**src/hw/rtl/qflc_pkg.sv**
```systemverilog
// Types, constants and helper functions of the quadratic fit limit checker.
// No dependencies; imported by every module of the block.
`timescale 1ns / 1ps

package qflc_pkg;

   localparam int TIME_BITS_DEF = 20;
   localparam int SIZE_BITS_DEF = 20;
   localparam int FRAC_BITS_DEF = 32;

   localparam int TEST_NUM_W  = 16;
   localparam int ELAPSED_W   = 20;
   localparam int SIZE_FLD_W  = 20;
   localparam int COEF_W      = 64;
   localparam int IDS_W       = 48;
   localparam int CSR_ADDR_W  = 3;
   localparam int CSR_DATA_W  = 64;
   localparam int REQ_DATA_W  = 40;
   localparam int RSP_DATA_W  = 3 * COEF_W;
   localparam logic [COEF_W-1:0] TOL_LSB  = 64'd4;
   localparam logic [COEF_W-1:0] SIGN_BIT = 64'h8000_0000_0000_0000;

   localparam logic OP_RECORD  = 1'b0;
   localparam logic OP_VERDICT = 1'b1;

   typedef enum logic [1:0] {
      VERDICT_NO_DATA    = 2'd0,
      VERDICT_WITHIN     = 2'd1,
      VERDICT_EXCEEDED   = 2'd2,
      VERDICT_DEGENERATE = 2'd3
   } verdict_type;

   typedef enum logic [CSR_ADDR_W-1:0] {
      REG_TEST_IDS    = 3'd0,
      REG_SIZE_A      = 3'd1,
      REG_SIZE_B      = 3'd2,
      REG_SIZE_C      = 3'd3,
      REG_LIMIT_SQ    = 3'd4,
      REG_LIMIT_LIN   = 3'd5,
      REG_LIMIT_CONST = 3'd6
   } csr_index_type;

   typedef enum logic [2:0] {
      ST_IDLE, ST_LOAD, ST_FACT, ST_MUL, ST_ACCUM, ST_DIVGO, ST_DIVW, ST_CMP
   } state_type;

   // factor codes: differences, sums and plain sizes
   typedef enum logic [3:0] {
      FC_D01, FC_D02, FC_D12, FC_S01, FC_S02, FC_S12, FC_X0, FC_X1, FC_X2
   } fcode_type;

   localparam logic [1:0] YSEL_ONE = 2'd3;

   // term 0 is the denominator; 1..3 squared, 4..6 linear, 7..9 constant
   localparam logic [3:0] TERM_DEN       = 4'd0;
   localparam logic [3:0] TERM_SQ_LAST   = 4'd3;
   localparam logic [3:0] TERM_LIN_LAST  = 4'd6;
   localparam logic [3:0] TERM_CONST_LAST = 4'd9;

   typedef struct packed {
      logic [1:0] ysel;
      logic [1:0] nfac;
      fcode_type  f0;
      fcode_type  f1;
      fcode_type  f2;
      logic       flip;
   } term_type;

   function automatic term_type term_info(input logic [3:0] t);
      term_type r;
      case (t)
         4'd1:    r = '{2'd0, 2'd1, FC_D12, FC_X0, FC_X0, 1'b0};
         4'd2:    r = '{2'd1, 2'd1, FC_D02, FC_X0, FC_X0, 1'b1};
         4'd3:    r = '{2'd2, 2'd1, FC_D01, FC_X0, FC_X0, 1'b0};
         4'd4:    r = '{2'd0, 2'd2, FC_D12, FC_S12, FC_X0, 1'b1};
         4'd5:    r = '{2'd1, 2'd2, FC_D02, FC_S02, FC_X0, 1'b0};
         4'd6:    r = '{2'd2, 2'd2, FC_D01, FC_S01, FC_X0, 1'b1};
         4'd7:    r = '{2'd0, 2'd3, FC_D12, FC_X1, FC_X2, 1'b0};
         4'd8:    r = '{2'd1, 2'd3, FC_D02, FC_X0, FC_X2, 1'b1};
         4'd9:    r = '{2'd2, 2'd3, FC_D01, FC_X0, FC_X1, 1'b0};
         default: r = '{YSEL_ONE, 2'd3, FC_D01, FC_D02, FC_D12, 1'b0};
      endcase
      return r;
   endfunction

   // compare from the squared term down with offset-binary coefficients
   function automatic logic limit_exceeded(input logic [2:0][COEF_W-1:0] fit,
                                           input logic [2:0][COEF_W-1:0] lim);
      logic             res;
      logic             hit;
      logic [COEF_W-1:0] fu;
      logic [COEF_W-1:0] lu;
      res = 1'b0;
      hit = 1'b0;
      for (int k = 0; k < 3; k++) begin
         fu = fit[k] ^ SIGN_BIT;
         lu = lim[k] ^ SIGN_BIT;
         if (!hit) begin
            if (fu > lu && (fu - lu) > TOL_LSB) begin
               res = 1'b1;
               hit = 1'b1;
            end else if (lu > fu && (lu - fu) > TOL_LSB) begin
               hit = 1'b1;
            end
         end
      end
      return res;
   endfunction

endpackage

```
**src/hw/rtl/qflc_div.sv**
```systemverilog
// Restoring divider, one quotient bit per cycle, quotient built in place.
// Depends on qflc_pkg.
`timescale 1ns / 1ps

module qflc_div
   import qflc_pkg::*;
#(
   parameter int QW = 128,
   parameter int RW = 80
) (
   input  logic          clock,
   input  logic          reset,
   input  logic          start,
   input  logic [QW-1:0] dividend,
   input  logic [RW-1:0] divisor,
   output logic          done,
   output logic [QW-1:0] quotient
);

   localparam int CW = $clog2(QW);

   logic [QW-1:0] dvd_ff, dvd_in;
   logic [RW-1:0] rem_ff, rem_in;
   logic [CW-1:0] cnt_ff, cnt_in;
   logic          busy_ff, busy_in;
   logic          done_ff, done_in;
   logic [RW-1:0] shifted;
   logic          fits;

   always_comb begin
      dvd_in  = dvd_ff;
      rem_in  = rem_ff;
      cnt_in  = cnt_ff;
      busy_in = busy_ff;
      done_in = 1'b0;
      shifted = {rem_ff[RW-2:0], dvd_ff[QW-1]};
      fits    = shifted >= divisor;
      if (start) begin
         dvd_in  = dividend;
         rem_in  = '0;
         cnt_in  = '0;
         busy_in = 1'b1;
      end else if (busy_ff) begin
         rem_in = fits ? shifted - divisor : shifted;
         dvd_in = {dvd_ff[QW-2:0], fits};
         cnt_in = cnt_ff + 1'b1;
         if (cnt_ff == CW'(QW - 1)) begin
            busy_in = 1'b0;
            done_in = 1'b1;
         end
      end
   end

   always_ff @(posedge clock) begin
      dvd_ff <= dvd_in;
      rem_ff <= rem_in;
      cnt_ff <= cnt_in;
      if (reset) begin
         busy_ff <= 1'b0;
         done_ff <= 1'b0;
      end else begin
         busy_ff <= busy_in;
         done_ff <= done_in;
      end
   end

   assign done     = done_ff;
   assign quotient = dvd_ff;

endmodule

```
**config.mk**
```make
export PLATFORM = sky130hd
export DESIGN_NAME = qflc_div
export DESIGN_NICKNAME = d
export VERILOG_FILES = /design/src/hw/rtl/qflc_pkg.sv /design/src/hw/rtl/qflc_div.sv
export SDC_FILE = /design/constraint.sdc
export NUM_CORES = 1
export LEC_CHECK = 0
export ABC_AREA = 1
export BUFFER_PORTS_ARGS = -buffer_cell sky130_fd_sc_hd__buf_4
export CAP_MARGIN = 20
export CORE_UTILIZATION = 45
export CTS_CLUSTER_DIAMETER = 30
export CTS_CLUSTER_SIZE = 14
export DETAILED_ROUTE_END_ITERATION = 8
export PLACE_DENSITY = 0.76
export SYNTH_ARGS = -nofsm -noshare
export SYNTH_HDL_FRONTEND = slang
export SYNTH_SLANG_ARGS = --single-unit
```
**constraint.sdc**
```tcl
create_clock -name clock -period 5 [get_ports clock]
set_input_delay 0.25 -clock clock [delete_from_list [all_inputs] [get_ports clock]]
set_output_delay 0.25 -clock clock [all_outputs]
set_load 0.02 [all_outputs]
```
== After elaboration in Yosys (flattened, before gate mapping) ==
Index checks and enable logic that the tools add are counted.
Storage, ports and cells
  word-level logic and storage cells: 19
  register bits after elaboration: 216
  output and inout bits: 129
  bits of input ports: 211
Operators by class
  add/sub/neg operators: 2
  mux-type cells: 7
  bitwise logic cells: 1
  $lt $le $gt $ge: 1
  reductions and logical operators: 2
  equal/unequal tests: 1
Operator list (number)
  128-bit two-way mux: 2
  80-bit >= comparator: 1
  79-bit two-way mux: 1
  79-bit subtractor: 1
  7-bit by 1-bit adder with 7-bit output, second input constant: 1
  7-bit == test, second input constant: 1
  1-bit two-way mux: 4
  3-bit OR reduction: 1
  2-bit nonzero test: 1
  1-bit NOT: 1

== Logic depth before layout (Yosys ltp) ==
  word-level depth: 4
  depth in mapped cells: 19
  depth with buffers taken out: 18

== Least setup slack after synthesis ==
No wires, ideal clock.
  path kind: input to register
  start: in start
  end: reg dvd_ff[0] (netlist: quotient[0]), enable pin
  setup slack: 81 ps
  data required time: 4460 ps
  setup time: 540 ps
  path buffers: 2
  stages on the path: 4
  arrival: 4379 ps
  cell sequence: clkbuf_1 -> nor2_1 -> clkinv_1 -> clkbuf_1
Between the ends
  longest elaborated chain between the ends: 1
Ends and longest elaborated chain
  start: declaration: line qflc_div.sv:13  | input logic start,
  2-bit nonzero test (no source line)
  end signal: assignment: line qflc_div.sv:55  | dvd_ff <= dvd_in;
  end: declaration: line qflc_div.sv:22  | logic [QW-1:0] dvd_ff, dvd_in;
No other way between the ends.
A chain may end at the register's enable or synchronous reset.

== Worst setup path in the final report ==
  start: reg rem_ff[26]
  end: reg rem_ff[26]
Between the ends
  longest elaborated chain between the ends: 2
Ends and longest elaborated chain
  start: declaration: line qflc_div.sv:23  | logic [RW-1:0] rem_ff, rem_in;
  start signal: assignment: line qflc_div.sv:56  | rem_ff <= rem_in;
  80-bit >= comparator: line qflc_div.sv:37  | fits = shifted >= divisor;
  79-bit two-way mux: line qflc_div.sv:44  | rem_in = fits ? shifted - divisor : shifted;
No other way between the ends.

==> results.py <==
metrics = {
    "critical_path": {
        "worstPathMaxFanout": 47,
        "critical_path.slowest_cell": "ha_1",
        "critical_path_s_largest_stage_delay_ps": 440,
        "r2r-end": "rem_ff[26]",
        "cp_data_arrival_time_ps": 3880,
        "worst_setup_path_end_kind": "register",
        "worst_r2r_path_depth": 13,
        "crit_path_start_kind": "register",
        "cp_data_required_time_ps": 5450,
        "timing.setup.critical_path_class": "reg2reg",
        "crit_path_cell_trace": "ha_1, nand2_1, nor2_1, nand2_1, nor2_1, nand2_1, nor3_2, nor2_4, nand2_4, buf_12, nand2_1, nand3_1, o21ai_0",
        "reg2reg_setup_slack_ps": 1570,
        "critical_path.most_common_cell": "nand2_1",
        "r2r-start": "rem_ff[26]",
    },
    "clocking": {
        "number_of_sinks_on_the_clock_net": 216,
        "cts_post_setup_buffers_inserted": 0,
        "cts.path.max_buffers": 3,
        "cts_max_level": 2,
        "cts_root_buf": "clkbuf_16",
        "clkTransAtPathRegs_ps": 60,
        "cts_buffers": 58,
        "clock_latency_ps": 620,
        "cts_tree": "built",
    },
    "grt": {
        "number_of_antenna_violations_at_the_first_check_in_global_routing": 2,
        "track_usage_pct": 37.6,
        "grt_remaining_overflow": 0,
        "grt_max_degree": 104,
        "grt_pass1_vias": 19800,
        "global_route_wire_length_before_repair_um": 111000,
    },
    "timing": {
        "hold_viol_final": 0,
        "report.final.slew_viol_count": 0,
        "max_slew_margin_pct": 28.4,
        "post-route-period-util_pct": 68.7,
        "fin_skew_ps": 47.8,
        "setup_repair_after_global_routing_missed_its_margin": "false",
        "setup_violating_endpoint_count_in_the_final_report": 0,
        "layout_min_cycle_time_ps": 3430,
        "fmax_mhz": 291,
        "tightestPinTransition_ps": 1070,
        "holdWs_ps": 110,
        "totalNegativeSetupSlack_ps": 0,
    },
    "power_and_ir_drop": {
        "p_total_mw": 7.04,
        "power_density_nw_per_um2": 299,
        "power.leakage_nw": 13.0,
        "worst_case_vdd_ir_drop_mv": 0.476,
    },
    "cells_and_area": {
        "proportion_of_layout_cells_with_a_drive_suffix_above_1_pct": 13.9,
        "top_library_cells_by_usage_in_the_layout_fill_and_taps_aside": "nand2_1 (1,268), inv_1 (532), buf_4 (347), nand3_1 (199), nor2_1 (186)",
        "final_cell_count_no_fill": 3883,
        "area_growth_from_synthesis_to_final_layout_pct": 36.7,
        "mostFrequentLayoutCell": "nand2_1",
        "filler_cell_count": 3399,
        "num-nets-final": 3613,
    },
    "floorplanning": {
        "die_w_um": 198,
        "design.portCount": 340,
        "die-height_um": 198,
        "initial_core_util_pct": 45.8,
        "floorplan.rows": 71,
        "dieArea_sq_um": 39100,
        "core_sq_um": 37700,
    },
    "synthesis": {
        "ys_ff_latch": 216,
        "postSynth.asyncResetShare_pct": 0,
        "synth_ff_type": "edfxtp_1",
        "syn_area_sq_um": 17200,
        "post_synth_main_area_contributors": "nand2_1 (28%), edfxtp_1 (22%), inv_1 (12%), dfxtp_1 (10%), ha_1 (5.9%)",
        "synth_cells": 2852,
        "syn_nets": 3145,
        "synth-edff-count": 128,
        "netlist.area_leader.share_pct": 27.6,
        "synth_seq_area_share_pct": 32.5,
        "synth_cell_types": 38,
        "synth_top_cell_by_area": "nand2_1",
        "yosys_warnings": 0,
        "syn-mean-instance-area_sq_um": 6.04,
    },
    "drt": {
        "number_of_routed_nets_with_antenna_violations": 0,
        "drt_iter0_markers": 1658,
        "wirelength_um": 74100,
        "detail_route.first_pass.iterations": 8,
        "route.vias.total": 20200,
        "drc": 0,
        "vias_per_cell": 5.20,
        "routedWlPerCell_um": 19.1,
    },
    "placed_design": {
        "gpl.final_weighted_congestion": 1.07,
        "io_buffers": 339,
        "place.detailed.hpwl_um": 52600,
        "placedCellCount": 3643,
    },
    "outcome": {
        "status": "finished, final reports clean",
    },
    "worst_hold_path": {
        "hold_depth": 2,
        "hold_start": "start",
        "hold-path-endpoint": "cnt_ff[3]",
        "worst_hold_path_type": "in2reg",
    },
    "run": {
        "max_cap_viol_count": 0,
    },
}
## registers in the layout, indices dropped and copies added, names as in the netlist
name	count
busy_ff	1
done	1
cnt_ff	7
quotient	128
rem_ff	79
## how the worst max path moves through the flow
stage,from,to,slack [ps]
global route,quotient[127],rem_ff[27],1310
detailed placement,divisor[27],rem_ff[64],1690
floorplan,start,quotient[0],80
global placement,divisor[27],rem_ff[29],1640
CTS,quotient[127],rem_ff[26],1650
finish,rem_ff[26],rem_ff[26],1570
## power by group
| part | internal [mW] | total (mW) | switching, mW |
|---|---|---|---|
| Clock | 2.59 | 3.92 | 1.33 |
| Combinational | 0.409 | 0.991 | 0.582 |
| Sequential | 2.03 | 2.13 | 0.0905 |
| Total | 5.04 | 7.04 | 2.00 |
## cell type report
class	instances	area (sq um)	area share, %
repair buffers	476	3910	16.6
multi-input cells	2032	9340	39.6
inverters	536	2020	8.57
flip-flops and latches	216	5610	23.8
clock buffers	66	1530	6.50
well taps	511	639	2.71
diodes	2	5.00	0.0212
clock inverters	44	520	2.21
## layer usage
metal	global-route usage, %	up-vias	part of all wire (%)
met5	0	-	0
met4	22.9	0	6.6
met3	7.97	279	8.6
met2	62.0	1101	46
met1	44.9	9157	39
li1	-	9658	-
## Yosys cell counts, types with 2 or more instances
master    count
nand2_1    1268
inv_1       532
nand3_1     199
nor2_1      187
edfxtp_1    128
dfxtp_1      88
ha_1         81
a21oi_1      72
o21ai_0      57
nand3b_1     48
clkbuf_1     41
xnor2_1      28
nor3_1       25
o21bai_1     16
buf_1        13
buf_2        12
o21ai_1       9
nand4_1       8
and2_1        7
a21boi_0      4
nor2_2        4
inv_2         3
xor2_1        3
buf_6         2
nand2_2       2
nand2_4       2
o21a_1        2
## critical path: cells and delay by family, from the launching register on
kind            cells  cell delay (ps)
simple gates       10             2070
fa+ha+maj           1              440
buf+inv             1              290
flops               1              310
compound gates      1              100
## metrics by stage
stage,setup WS (ps),utilization (%),cell area (sq um)
floorplan,80.9,-,17200
global placement,1640,53.7,20200
detailed placement,1690,53.7,20200
CTS,1650,62.6,23600
global route,1310,62.6,23600
finish,1570,62.6,23600
## logic make-up (layout without fill, tap and decap cells)
kind of cell / count (synthesis) / after routing / share of synthesized area, %
simple gates: 1758 / 1758 / 41.6
buf+inv: 604 / 1122 / 13.3
flops: 216 / 216 / 32.5
compound gates: 161 / 161 / 5.00
fa+ha+maj: 82 / 82 / 6.00
xor+xnor: 31 / 31 / 1.58
other cells: 0 / 2 / 0
## repair_timing
action | CTS | global route
endpoints found under the hold margin | 129 | 0
gates resized for setup | 0 | 0
hold buffers | 128 | 0
Power figures use the tool's default switching activity.
